File: src/hw/rtl/ipcqd_pkg.sv
// shared types and constants for the int8 per-channel quantized dot block
// no dependencies; imported by every module of the block
package ipcqd_pkg;

  // feature limit and derived widths
  localparam int MAX_FEATURES = 65536;
  localparam int CNT_W        = $clog2(MAX_FEATURES + 2);
  localparam int ACT_W        = 8;
  localparam int DIFF_W       = ACT_W + 1;
  localparam int MACP_W       = 2 * DIFF_W;
  localparam int SUM_W        = 40;
  localparam int SCALE_W      = 32;
  localparam int COMB_W       = 2 * SCALE_W;
  localparam int MAG_W        = SUM_W;
  localparam int PROD_W       = MAG_W + COMB_W;
  localparam int RES_W        = 48;
  localparam int FRAC_SH      = 32;

  // input word layout
  localparam int IN_ACT_LSB   = 0;
  localparam int IN_WGT_LSB   = IN_ACT_LSB + ACT_W;
  localparam int IN_CZP_LSB   = IN_WGT_LSB + ACT_W;
  localparam int IN_CSC_LSB   = IN_CZP_LSB + ACT_W;
  localparam int IN_BIAS_LSB  = IN_CSC_LSB + SCALE_W;
  localparam int IN_DATA_W    = IN_BIAS_LSB + RES_W;

  // configuration port
  localparam int CFG_IDX_W    = 2;
  localparam int CFG_DATA_W   = 32;
  localparam logic [SCALE_W-1:0] SCALE_RESET = SCALE_W'(32'h0100_0000);

  typedef enum logic [CFG_IDX_W-1:0] {
    CFG_INPUT_ZP   = 2'd0,
    CFG_SCALE      = 2'd1,
    CFG_BIAS_EN    = 2'd2
  } cfg_idx_t;

  // result limits
  localparam logic signed [RES_W-1:0] POS_LIM = {1'b0, {(RES_W-1){1'b1}}};
  localparam logic signed [RES_W-1:0] NEG_LIM = {1'b1, {(RES_W-1){1'b0}}};

  // queue between front and back
  localparam int QDEPTH = 2;
  localparam int QPTR_W = $clog2(QDEPTH);
  localparam int QCNT_W = $clog2(QDEPTH + 1);

  typedef struct packed {
    logic signed [ACT_W-1:0]   input_zero_point;
    logic [SCALE_W-1:0]        scale_ratio;
    logic                      bias_enable;
  } ipcqd_cfg_t;

  typedef struct packed {
    logic signed [SUM_W-1:0]   sum;
    logic                      cnt_ovf;
    logic [SCALE_W-1:0]        channel_scale;
    logic signed [RES_W-1:0]   bias_value;
  } ipcqd_job_t;

  typedef enum logic [2:0] {
    BK_IDLE,
    BK_MUL,
    BK_RND,
    BK_BIAS,
    BK_OUT
  } back_state_t;

endpackage

File: src/hw/rtl/int8_per_channel_quantized_dot.sv
// int8 per-channel quantized dot product: one element pair a cycle while the job queue
// has room, one result per run; after the accepted last pair the job passes the queue,
// the 7 multiplier steps of the shared 32x32 unit, rounding and bias to out_tvalid, plus
// any wait on out_tready; the back end takes a new job only once its result has left,
// so runs shorter than its work per job stall input once the 2-entry job queue fills
// reset (rst_n low, synchronous): sums, counts, queue and sequencer clear; config returns
// to zero point 0, scale ratio 1.0, bias off
module int8_per_channel_quantized_dot (
  input  logic                                 clk,
  input  logic                                 rst_n,
  // configuration writes
  input  logic                                 cfg_valid,
  output logic                                 cfg_ready,
  input  logic [ipcqd_pkg::CFG_IDX_W-1:0]      cfg_index,
  input  logic [ipcqd_pkg::CFG_DATA_W-1:0]     cfg_data,
  // element words
  input  logic                                 in_tvalid,
  output logic                                 in_tready,
  // activation, weight_value, channel_zero_point, channel_scale, bias_value
  input  logic [ipcqd_pkg::IN_DATA_W-1:0]      in_tdata,
  input  logic                                 in_tlast,
  // result words
  output logic                                 out_tvalid,
  input  logic                                 out_tready,
  // result_value
  output logic [ipcqd_pkg::RES_W-1:0]          out_tdata,
  // overflow
  output logic                                 out_tuser
);
  import ipcqd_pkg::*;

  ipcqd_cfg_t cfg_r;
  ipcqd_job_t push_job, head_job;
  logic       q_push, q_pop, q_full, q_empty;

  // configuration registers
  assign cfg_ready = 1'b1;

  always_ff @(posedge clk) begin
    if (!rst_n) begin
      cfg_r.input_zero_point <= '0;
      cfg_r.scale_ratio      <= SCALE_RESET;
      cfg_r.bias_enable      <= 1'b0;
    end else if (cfg_valid && cfg_ready) begin
      unique case (cfg_index)
        CFG_INPUT_ZP: cfg_r.input_zero_point <= cfg_data[ACT_W-1:0];
        CFG_SCALE:    cfg_r.scale_ratio      <= cfg_data[SCALE_W-1:0];
        CFG_BIAS_EN:  cfg_r.bias_enable      <= cfg_data[0];
        default:      cfg_r                  <= cfg_r;
      endcase
    end
  end

  // accumulate front
  ipcqd_front u_front (
    .clk       (clk),
    .rst_n     (rst_n),
    .cfg       (cfg_r),
    .in_tvalid (in_tvalid),
    .in_tready (in_tready),
    .in_tdata  (in_tdata),
    .in_tlast  (in_tlast),
    .q_full    (q_full),
    .q_push    (q_push),
    .q_job     (push_job)
  );

  // job queue
  ipcqd_queue u_queue (
    .clk      (clk),
    .rst_n    (rst_n),
    .push     (q_push),
    .push_job (push_job),
    .pop      (q_pop),
    .head_job (head_job),
    .full     (q_full),
    .empty    (q_empty)
  );

  // scaling back end
  ipcqd_back u_back (
    .clk        (clk),
    .rst_n      (rst_n),
    .cfg        (cfg_r),
    .q_empty    (q_empty),
    .head_job   (head_job),
    .q_pop      (q_pop),
    .out_tvalid (out_tvalid),
    .out_tready (out_tready),
    .out_tdata  (out_tdata),
    .out_tuser  (out_tuser)
  );

  // queue occupancy is consistent
  assert property (@(posedge clk) disable iff (!rst_n) !(q_full && q_empty))
    else $error("job queue reports full and empty together");

  // a finished run is waiting in the queue on the next cycle
  assert property (@(posedge clk) disable iff (!rst_n)
    (in_tvalid && in_tready && in_tlast) |=> !q_empty)
    else $error("last pair accepted but no job queued");

  // back end takes a new job only once its result word has left
  assert property (@(posedge clk) disable iff (!rst_n) q_pop |-> !out_tvalid)
    else $error("job popped while a result word is pending");

endmodule

File: src/hw/rtl/ipcqd_front.sv
// front end: accepts element words, runs the multiply-accumulate per pair
// depends on ipcqd_pkg; pushes one job per finished dot product into the queue
module ipcqd_front (
  input  logic                                clk,
  input  logic                                rst_n,
  input  ipcqd_pkg::ipcqd_cfg_t               cfg,
  input  logic                                in_tvalid,
  output logic                                in_tready,
  input  logic [ipcqd_pkg::IN_DATA_W-1:0]     in_tdata,
  input  logic                                in_tlast,
  input  logic                                q_full,
  output logic                                q_push,
  output ipcqd_pkg::ipcqd_job_t               q_job
);
  import ipcqd_pkg::*;

  logic signed [SUM_W-1:0]  sum_r, sum_nxt, sum_upd;
  logic [CNT_W-1:0]         cnt_r, cnt_nxt, cnt_upd;
  logic signed [ACT_W-1:0]  act, wgt, czp;
  logic signed [DIFF_W-1:0] a_diff, w_diff;
  logic signed [MACP_W-1:0] macp;
  logic                     accept;

  // field unpack
  assign act = in_tdata[IN_ACT_LSB +: ACT_W];
  assign wgt = in_tdata[IN_WGT_LSB +: ACT_W];
  assign czp = in_tdata[IN_CZP_LSB +: ACT_W];

  assign in_tready = !q_full;
  assign accept    = in_tvalid && in_tready;

  // zero point removal and product
  assign a_diff = DIFF_W'(act) - DIFF_W'(cfg.input_zero_point);
  assign w_diff = DIFF_W'(wgt) - DIFF_W'(czp);
  assign macp   = a_diff * w_diff;

  // accumulate until the feature limit, then pin the count past it
  always_comb begin
    if (cnt_r < CNT_W'(MAX_FEATURES)) begin
      sum_upd = sum_r + SUM_W'(macp);
      cnt_upd = cnt_r + CNT_W'(1);
    end else begin
      sum_upd = sum_r;
      cnt_upd = CNT_W'(MAX_FEATURES + 1);
    end
  end

  always_comb begin
    sum_nxt = sum_r;
    cnt_nxt = cnt_r;
    if (accept) begin
      if (in_tlast) begin
        sum_nxt = '0;
        cnt_nxt = '0;
      end else begin
        sum_nxt = sum_upd;
        cnt_nxt = cnt_upd;
      end
    end
  end

  always_ff @(posedge clk) begin
    if (!rst_n) begin
      sum_r <= '0;
      cnt_r <= '0;
    end else begin
      sum_r <= sum_nxt;
      cnt_r <= cnt_nxt;
    end
  end

  // job handed to the back end on the last pair
  assign q_push              = accept && in_tlast;
  assign q_job.sum           = sum_upd;
  assign q_job.cnt_ovf       = cnt_upd > CNT_W'(MAX_FEATURES);
  assign q_job.channel_scale = in_tdata[IN_CSC_LSB +: SCALE_W];
  assign q_job.bias_value    = in_tdata[IN_BIAS_LSB +: RES_W];

endmodule

File: src/hw/rtl/ipcqd_queue.sv
// short job queue between the accumulate front and the scaling back end
// depends on ipcqd_pkg for the job type and depth
module ipcqd_queue (
  input  logic                  clk,
  input  logic                  rst_n,
  input  logic                  push,
  input  ipcqd_pkg::ipcqd_job_t push_job,
  input  logic                  pop,
  output ipcqd_pkg::ipcqd_job_t head_job,
  output logic                  full,
  output logic                  empty
);
  import ipcqd_pkg::*;

  ipcqd_job_t          slot_r [QDEPTH];
  logic [QPTR_W-1:0]   wr_ptr_r, rd_ptr_r;
  logic [QCNT_W-1:0]   cnt_r;

  assign full     = cnt_r == QCNT_W'(QDEPTH);
  assign empty    = cnt_r == '0;
  assign head_job = slot_r[rd_ptr_r];

  // storage
  always_ff @(posedge clk) begin
    if (push) begin
      slot_r[wr_ptr_r] <= push_job;
    end
  end

  // pointers and fill count
  always_ff @(posedge clk) begin
    if (!rst_n) begin
      wr_ptr_r <= '0;
      rd_ptr_r <= '0;
      cnt_r    <= '0;
    end else begin
      if (push) begin
        wr_ptr_r <= (wr_ptr_r == QPTR_W'(QDEPTH - 1)) ? '0 : wr_ptr_r + QPTR_W'(1);
      end
      if (pop) begin
        rd_ptr_r <= (rd_ptr_r == QPTR_W'(QDEPTH - 1)) ? '0 : rd_ptr_r + QPTR_W'(1);
      end
      if (push && !pop) begin
        cnt_r <= cnt_r + QCNT_W'(1);
      end else if (pop && !push) begin
        cnt_r <= cnt_r - QCNT_W'(1);
      end
    end
  end

endmodule

File: src/hw/rtl/ipcqd_back.sv
// back end: rescales a finished sum to Q32.16, adds bias, saturates, emits the word
// depends on ipcqd_pkg; one shared 32x32 multiplier stepped by a small sequencer
module ipcqd_back (
  input  logic                          clk,
  input  logic                          rst_n,
  input  ipcqd_pkg::ipcqd_cfg_t         cfg,
  input  logic                          q_empty,
  input  ipcqd_pkg::ipcqd_job_t         head_job,
  output logic                          q_pop,
  output logic                          out_tvalid,
  input  logic                          out_tready,
  output logic [ipcqd_pkg::RES_W-1:0]   out_tdata,
  output logic                          out_tuser
);
  import ipcqd_pkg::*;

  // multiplier steps
  localparam logic [2:0] STEP_COMB    = 3'd0;
  localparam logic [2:0] STEP_COMB_LD = 3'd1;
  localparam logic [2:0] STEP_M0      = 3'd2;
  localparam logic [2:0] STEP_M1      = 3'd3;
  localparam logic [2:0] STEP_M2      = 3'd4;
  localparam logic [2:0] STEP_M3      = 3'd5;
  localparam logic [2:0] STEP_FLUSH   = 3'd6;

  back_state_t               state_r, state_nxt;
  logic [2:0]                step_r, step_nxt;

  logic [MAG_W-1:0]          mag_r;
  logic                      neg_r;
  logic [SCALE_W-1:0]        cscale_r;
  logic signed [RES_W-1:0]   bias_r;
  logic                      ovf_r;
  logic [COMB_W-1:0]         comb_r;
  logic [COMB_W-1:0]         prod_r;
  logic [PROD_W-1:0]         acc_r;
  logic signed [RES_W-1:0]   val_r;

  logic [SCALE_W-1:0]        mul_a, mul_b;
  logic [PROD_W-1:0]         prod_ext, addend;
  logic [RES_W:0]            q_rnd, mag_rnd;
  logic                      rnd_sat, rnd_clip;
  logic signed [RES_W-1:0]   rnd_val;
  logic signed [RES_W:0]     bias_sum;
  logic                      bias_clip;
  logic signed [RES_W-1:0]   bias_val;

  // sequencer
  always_ff @(posedge clk) begin
    if (!rst_n) begin
      state_r <= BK_IDLE;
      step_r  <= STEP_COMB;
    end else begin
      state_r <= state_nxt;
      step_r  <= step_nxt;
    end
  end

  always_comb begin
    state_nxt  = state_r;
    step_nxt   = step_r;
    q_pop      = 1'b0;
    out_tvalid = 1'b0;
    unique case (state_r)
      BK_IDLE: begin
        if (!q_empty) begin
          q_pop     = 1'b1;
          step_nxt  = STEP_COMB;
          state_nxt = BK_MUL;
        end
      end
      BK_MUL: begin
        step_nxt = step_r + 3'd1;
        if (step_r == STEP_FLUSH) begin
          state_nxt = BK_RND;
        end
      end
      BK_RND:  state_nxt = BK_BIAS;
      BK_BIAS: state_nxt = BK_OUT;
      BK_OUT: begin
        out_tvalid = 1'b1;
        if (out_tready) begin
          state_nxt = BK_IDLE;
        end
      end
      default: state_nxt = BK_IDLE;
    endcase
  end

  // shared multiplier operands: channel scale times ratio, then four partials
  always_comb begin
    unique case (step_r)
      STEP_COMB: begin
        mul_a = cscale_r;
        mul_b = cfg.scale_ratio;
      end
      STEP_M0: begin
        mul_a = mag_r[SCALE_W-1:0];
        mul_b = comb_r[SCALE_W-1:0];
      end
      STEP_M1: begin
        mul_a = mag_r[SCALE_W-1:0];
        mul_b = comb_r[COMB_W-1:SCALE_W];
      end
      STEP_M2: begin
        mul_a = SCALE_W'(mag_r[MAG_W-1:SCALE_W]);
        mul_b = comb_r[SCALE_W-1:0];
      end
      STEP_M3: begin
        mul_a = SCALE_W'(mag_r[MAG_W-1:SCALE_W]);
        mul_b = comb_r[COMB_W-1:SCALE_W];
      end
      default: begin
        mul_a = '0;
        mul_b = '0;
      end
    endcase
  end

  // partial product alignment, one step behind the multiplier
  assign prod_ext = PROD_W'(prod_r);
  always_comb begin
    case (step_r) inside
      STEP_M1:          addend = prod_ext;
      STEP_M2, STEP_M3: addend = prod_ext << SCALE_W;
      STEP_FLUSH:       addend = prod_ext << COMB_W;
      default:          addend = '0;
    endcase
  end

  // round half away from zero on the magnitude, then clip to 48 bits
  assign q_rnd   = {1'b0, acc_r[FRAC_SH +: RES_W]} + (RES_W+1)'(acc_r[FRAC_SH-1]);
  assign rnd_sat = |acc_r[PROD_W-1:FRAC_SH+RES_W];
  assign mag_rnd = rnd_sat ? {1'b1, {RES_W{1'b0}}} : q_rnd;

  always_comb begin
    if (neg_r) begin
      rnd_clip = mag_rnd[RES_W] || (mag_rnd[RES_W-1] && (|mag_rnd[RES_W-2:0]));
      rnd_val  = rnd_clip ? NEG_LIM : -$signed(mag_rnd[RES_W-1:0]);
    end else begin
      rnd_clip = mag_rnd[RES_W] || mag_rnd[RES_W-1];
      rnd_val  = rnd_clip ? POS_LIM : $signed(mag_rnd[RES_W-1:0]);
    end
  end

  // bias add with saturation
  assign bias_sum  = {val_r[RES_W-1], val_r} + {bias_r[RES_W-1], bias_r};
  assign bias_clip = bias_sum[RES_W] != bias_sum[RES_W-1];
  assign bias_val  = bias_clip ? (bias_sum[RES_W] ? NEG_LIM : POS_LIM)
                               : bias_sum[RES_W-1:0];

  // datapath registers
  always_ff @(posedge clk) begin
    if (q_pop) begin
      neg_r    <= head_job.sum[SUM_W-1];
      mag_r    <= head_job.sum[SUM_W-1] ? MAG_W'(-head_job.sum) : MAG_W'(head_job.sum);
      cscale_r <= head_job.channel_scale;
      bias_r   <= head_job.bias_value;
      ovf_r    <= head_job.cnt_ovf;
      acc_r    <= '0;
    end
    if (state_r == BK_MUL) begin
      prod_r <= COMB_W'(mul_a * mul_b);
      if (step_r == STEP_COMB_LD) begin
        comb_r <= prod_r;
      end
      acc_r <= acc_r + addend;
    end
    if (state_r == BK_RND) begin
      val_r <= rnd_val;
      ovf_r <= ovf_r | rnd_sat | rnd_clip;
    end
    if (state_r == BK_BIAS && cfg.bias_enable) begin
      val_r <= bias_val;
      ovf_r <= ovf_r | bias_clip;
    end
  end

  assign out_tdata = val_r;
  assign out_tuser = ovf_r;

endmodule
File: config.mk
export PLATFORM = sky130hd
export DESIGN_NAME = int8_per_channel_quantized_dot
export DESIGN_NICKNAME = d
export VERILOG_FILES = /design/src/hw/rtl/ipcqd_pkg.sv /design/src/hw/rtl/int8_per_channel_quantized_dot.sv /design/src/hw/rtl/ipcqd_front.sv /design/src/hw/rtl/ipcqd_queue.sv /design/src/hw/rtl/ipcqd_back.sv
export SDC_FILE = /design/constraint.sdc
export NUM_CORES = 2
export LEC_CHECK = 0
export BUFFER_PORTS_ARGS = -buffer_cell sky130_fd_sc_hd__buf_4
export CORE_MARGIN = 4
export CORE_UTILIZATION = 55
export CTS_BUF_LIST = sky130_fd_sc_hd__clkbuf_8 sky130_fd_sc_hd__clkbuf_16
export DETAILED_ROUTE_END_ITERATION = 10
export GPL_ROUTABILITY_DRIVEN = 0
export PLACE_DENSITY = 0.72
export SLEW_MARGIN = 5
export SYNTH_ARGS = -nofsm -noshare
export SYNTH_HDL_FRONTEND = slang
export SYNTH_SLANG_ARGS = --single-unit
File: constraint.sdc
create_clock -name clk -period 24.6 [get_ports clk]
set_input_delay 4.92 -clock clk [delete_from_list [all_inputs] [get_ports clk]]
set_output_delay 4.92 -clock clk [all_outputs]
set_load 0.005 [all_outputs]
### Yosys cells after proc, flatten, opt, wreduce, memory -nomap -nowiden

Memories as Yosys holds them, arrays and structs flattened. A register that Yosys moved wholly into a read port is not among the register bits.
Cells that the tools add are included.

| storage, ports and cells | value |
|---|---|
| bits in registers | 510 |
| latch bits | 0 |
| memory bits (writable) | 242 |
| memory bits (read-only) | 0 |
| output and inout bits | 52 |
| logic and storage cells | 132 |
| memories | 1 |

| cells by class | value |
|---|---|
| add/sub/neg operators | 14 |
| $mul | 2 |
| div/mod/pow operators | 0 |
| magnitude comparators | 2 |
| equal/unequal tests | 17 |
| shift operators | 0 |
| multiplexer cells | 41 |
| bitwise gates (word level) | 3 |
| reduce and logical (&&, ||, !) cells | 32 |

Memory list:

| memory | words | width | read ports | clocked after memory_dff | wr ports | RTL line | RTL |
|---|---|---|---|---|---|---|---|
| u_queue.slot_r | 2 | 121 | 1 | 1 | 1 | ipcqd_queue.sv:15 | `ipcqd_job_t slot_r [QDEPTH];` |

Operators by type and width:

| cell | count |
|---|---|
| 2-to-1 mux 104 bit | 5 |
| 2-to-1 mux 48 bit | 7 |
| case mux 32 bit (3 select lines) | 2 |
| adder 104 bit | 1 |
| 2-to-1 mux 40 bit | 2 |
| multiplier 32 x 32 -> 64 bit | 1 |
| adder 48 x 1 -> 49 bit | 1 |
| adder 48 x 48 -> 49 bit | 1 |
| 2-to-1 mux 49 bit | 1 |
| negator 48 bit | 1 |
| OR reduction 47 bit | 1 |
| adder 40 x 18 -> 40 bit | 1 |
| negator 40 bit | 1 |
| 2-to-1 mux 39 bit | 1 |
| 2-to-1 mux 17 bit | 2 |
| OR reduction 24 bit | 1 |
| multiplier 9 x 9 -> 18 bit | 1 |
| subtractor 8 x 8 -> 9 bit | 2 |
| adder 17 x 1 -> 17 bit (second input constant) | 1 |
| greater-than comparator 17 bit (second input constant) | 1 |
| less-than comparator 17 bit (second input constant) | 1 |
| case mux 3 bit (5 select lines) | 1 |
| 2-to-1 mux 1 bit | 13 |
| equality test 3 x 2 -> 1 bit (second input constant) | 4 |
| 25 further kinds | 58 |

### Logic depth before layout (Yosys ltp)

| depth | value |
|---|---|
| depth after elaboration | 9 |
| gate-level depth with buffers | 41 |
| depth with buffers taken out | 37 |

### Modules after synthesis

From an unflattened synthesis, not the netlist that was laid out.

| unflattened totals | value |
|---|---|
| cell total of the unflattened synthesis | 8,826 |
| area total of the unflattened synthesis | 82,400.3 um2 |

By module, submodules not included:

| module | instances | cells an instance | area each (um2) | sequential area each (um2) |
|---|---|---|---|---|
| ipcqd_back | 1 | 6,938 | 61,271.3 | 12,191.7 |
| ipcqd_front | 1 | 1,317 | 10,525.1 | 1,141.1 |
| ipcqd_queue | 1 | 398 | 8,969.9 | 7,367.1 |
| int8_per_channel_quantized_dot | 1 | 173 | 1,634.1 | 820.8 |

### Worst setup path after synthesis

No wires, ideal clock.

| timing path | value |
|---|---|
| path type | in2reg |
| start | input in_tdata[0] (netlist bit) |
| end | memory u_queue.slot_r[0][119] (netlist bit) (data pin) |
| library setup time | 276 ps |
| arrival time | 13,195 ps |
| required time | 24,324 ps |
| setup slack | 11,129 ps |
| stages | 32 |
| path buffers | 0 |
| cell sequence | inv_1 > ha_1 > inv_1 > fa_1 > a21o_1 > a21oi_1 > o21bai_1 > a21oi_1 > nand2b_1 > a31oi_1 > or2_2 > inv_1 > fa_1 > inv_1 > fa_1 > fa_1 > inv_1 > fa_1 > fa_1 > ha_1 > a21o_1 > a21oi_1 > o21ai_0 > nor4b_1 > o41ai_1 > a21oi_1 > o21ai_0 > a21oi_1 > a31oi_1 > a21boi_0 > xor2_1 > o21ai_0 |

RTL lines:

| element | RTL line | RTL |
|---|---|---|
| start, declared | int8_per_channel_quantized_dot.sv:20 | `input logic [ipcqd_pkg::IN_DATA_W-1:0] in_tdata,` |
| end, declared | ipcqd_queue.sv:15 |  |

==> summary.txt <==
status: finished clean
detailed-route DRC error count: 0
relative slew slack: 10.3%
Hold Startpoint: cfg_r[14]
clock sinks: 753
CP startpoint: in_tdata[0]
Slowest cell on crit path: nor4b_1
Worst Max-Slew Pin Slew: 1.34 ns
hold-fix buffers at CTS: 0
most frequent cells in the layout: nand2_1 (1,159), inv_1 (1,147), fa_1 (1,031)
crit path kind: primary input to flop
Post-synth EDFFs: 644
Vias: 63,800
CTS resizes: 0
Pre-antenna DRT Iters: 9
Final nets: 10,200
DRT antenna net count: 0
unrepaired setup endpoints after global routing: false
DPL Wire Length: 186,000 um
clock skew: 0.0719 ns
first-pass GRT wire length: 375,000 um
Worst Setup Start Kind: primary input
setup TNS: 0 ns
max-cap violations: 0
num ports: 196
fraction of registers with async set/reset: 0%
clk buf depth: 3
Synth Flop Type: edfxtp_1
Hold Crit Class: flop to flop
Crit path largest cell delay: 0.55 ns
Final Hold Fails: 0
CTS Buf Count: 83
layout cells sized above 1: 7.11%
cell count after synthesis: 8,473
fin crit share: 55.2%
number of global-route vias before repair: 64,300
DIE AREA: 151,000 sq um
Die X: 389 um
most used cell, CP: fa_1
Port Buffer Count: 194
All-Layer GR Usage: 32.4%
1st-iter DRT viols: 6,827
Syn-to-layout area delta: 7.75%
Crit Reg-Reg Startpoint: u_back.step_r[0]
H-tree Lvls: 3
Crit path required time: 24.99 ns
Avg Inst Size Synth: 9.43 sq um
synthesized area: 79,900 sq um
num rows: 139
wire length per cell: 23.5 um
Clk Tree Root Cell: clkbuf_16
Crit path arrival time: 13.96 ns
fill cell count: 12,100
total grt overflow: 0
Final setup viols: 0
Tmin final: 13.57 ns
antenna violations before repair: 15
FF+latch count, synth: 753
yosys warns: 0
Routed WL: 246,000 um
Clock Latency Late Sink: 0.73 ns
post-synthesis sequential area ratio: 26.9%
CP endpoint kind: flop
Cell variety after synth: 90
largest net degree at the start of global routing: 102
Fin Hold WS: 0.467 ns
Crit Path Max Fanout: 21
initial core utilization: 55.5%
syn nets: 10,200
die height: 389 um
Max Clk Rate: 73.7 MHz
commonest non-fill, non-tap cell in the layout: nand2_1
Post-CTS Setup Repair Bufs: 0
Reg clk slew, reported paths: 0.06 ns
core footprint: 144,000 sq um
vias per inst: 6.10
Final Max Tran Viols: 0
TritonCTS clock tree: built
## area by class of cell
cell class	count	area (sq um)	share of cell area, %
Clock inverter	63	617	0.717
Tap cell	1903	2380	2.77
Sequential cell	753	21500	25.0
Multi-Input combinational cell	6180	52600	61.1
Inverter	1132	4250	4.94
Clock buffer	92	2220	2.58
Timing Repair Buffer	322	2420	2.81
Antenna cell	9	22.5	0.0262
## cell usage after synthesis (105+ instances only)
cell | number | area share [%]
ha_1 | 533 | 8.4
a21oi_1 | 462 | 2.9
inv_1 | 1131 | 5.3
o21ai_0 | 284 | 1.8
xnor2_1 | 210 | 2.3
edfxtp_1 | 644 | 24
fa_1 | 1031 | 26
xor2_1 | 142 | 1.6
a22oi_1 | 121 | 1.1
and2_1 | 105 | 0.82
nor2_1 | 900 | 4.2
nand2_1 | 1163 | 5.5
a21o_1 | 153 | 1.4
nand3_1 | 113 | 0.71
dfxtp_1 | 109 | 2.7
clkbuf_1 | 361 | 1.7
## cell families (layout without fill, tap and decap cells)
family | Yosys count | after routing | share of synthesized area [%]
flip-flops | 753 | 753 | 26.9
XOR/XNOR | 352 | 352 | 3.86
multiplexers | 128 | 128 | 1.75
AND/OR/NAND/NOR | 2718 | 2718 | 14.8
AO/OA/AOI/OAI | 1417 | 1417 | 11.2
adder cells (fa/ha/maj) | 1564 | 1564 | 34.2
other | 1 | 10 | 0.00470
buffers and inverters | 1540 | 1609 | 7.28
## per-stage QoR
stage                     worst slack (ns)  std cells  area, sq um  utilization, %
after global routing                 10.40      10400        86000            59.8
after CTS                            11.13      10400        86000            59.7
final                                11.03      10500        86100            59.8
after floorplan                      11.13       8473        79900               -
after detailed placement             10.37      10300        83200            57.8
after global placement               10.70      10300        83200            57.8
## routing by layer
metal	vias up	GRT usage, %	share of wire (%)
met3	956	9.61	13
li1	27900	-	-
met4	6	19.0	7.0
met1	31100	41.7	37
met2	3844	48.6	43
met5	-	0	0.015
## registers in the layout (all words and copies together) (netlist names), named ones only
name / flops
u_queue.cnt_r: 2
u_back.acc_r: 104
u_back.bias_r: 48
u_front.cnt_r: 17
u_back.step_r: 3
u_back.out_tuser: 1
u_back.prod_r: 64
u_queue.wr_ptr_r: 1
u_queue.slot_r: 242
u_back.mag_r: 40
u_back.out_tdata: 48
u_front.sum_r: 40
u_back.comb_r: 64
u_queue.rd_ptr_r: 1
u_back.cscale_r: 32
cfg_r: 41
u_back.neg_r: 1
u_back.state_r: 3
## path summary, 6_finish.rpt
check / endpoint / slack [ns] / depth (start not counted)
max: u_queue.slot_r[0][119] / 11.03 / 34
min reg2reg: cfg_r[14] / 0.47 / 2
min: cfg_r[14] / 0.47 / 2
max reg2reg: u_back.prod_r[60] / 12.88 / 31
## worst max-delay path: cells and delay by family
kind                       cells  cell delay (ns)
adders and majority gates      8             3.41
AOI/OAI and AO/OA             15             3.19
xor gates and xnor gates       1             0.20
buffers and inverters          7             1.14
and+or+nand+nor                3             1.12
Power is left out: the tool's default activity adds up to more than one toggle a clock period on the data nets, which glitch-free logic cannot reach.
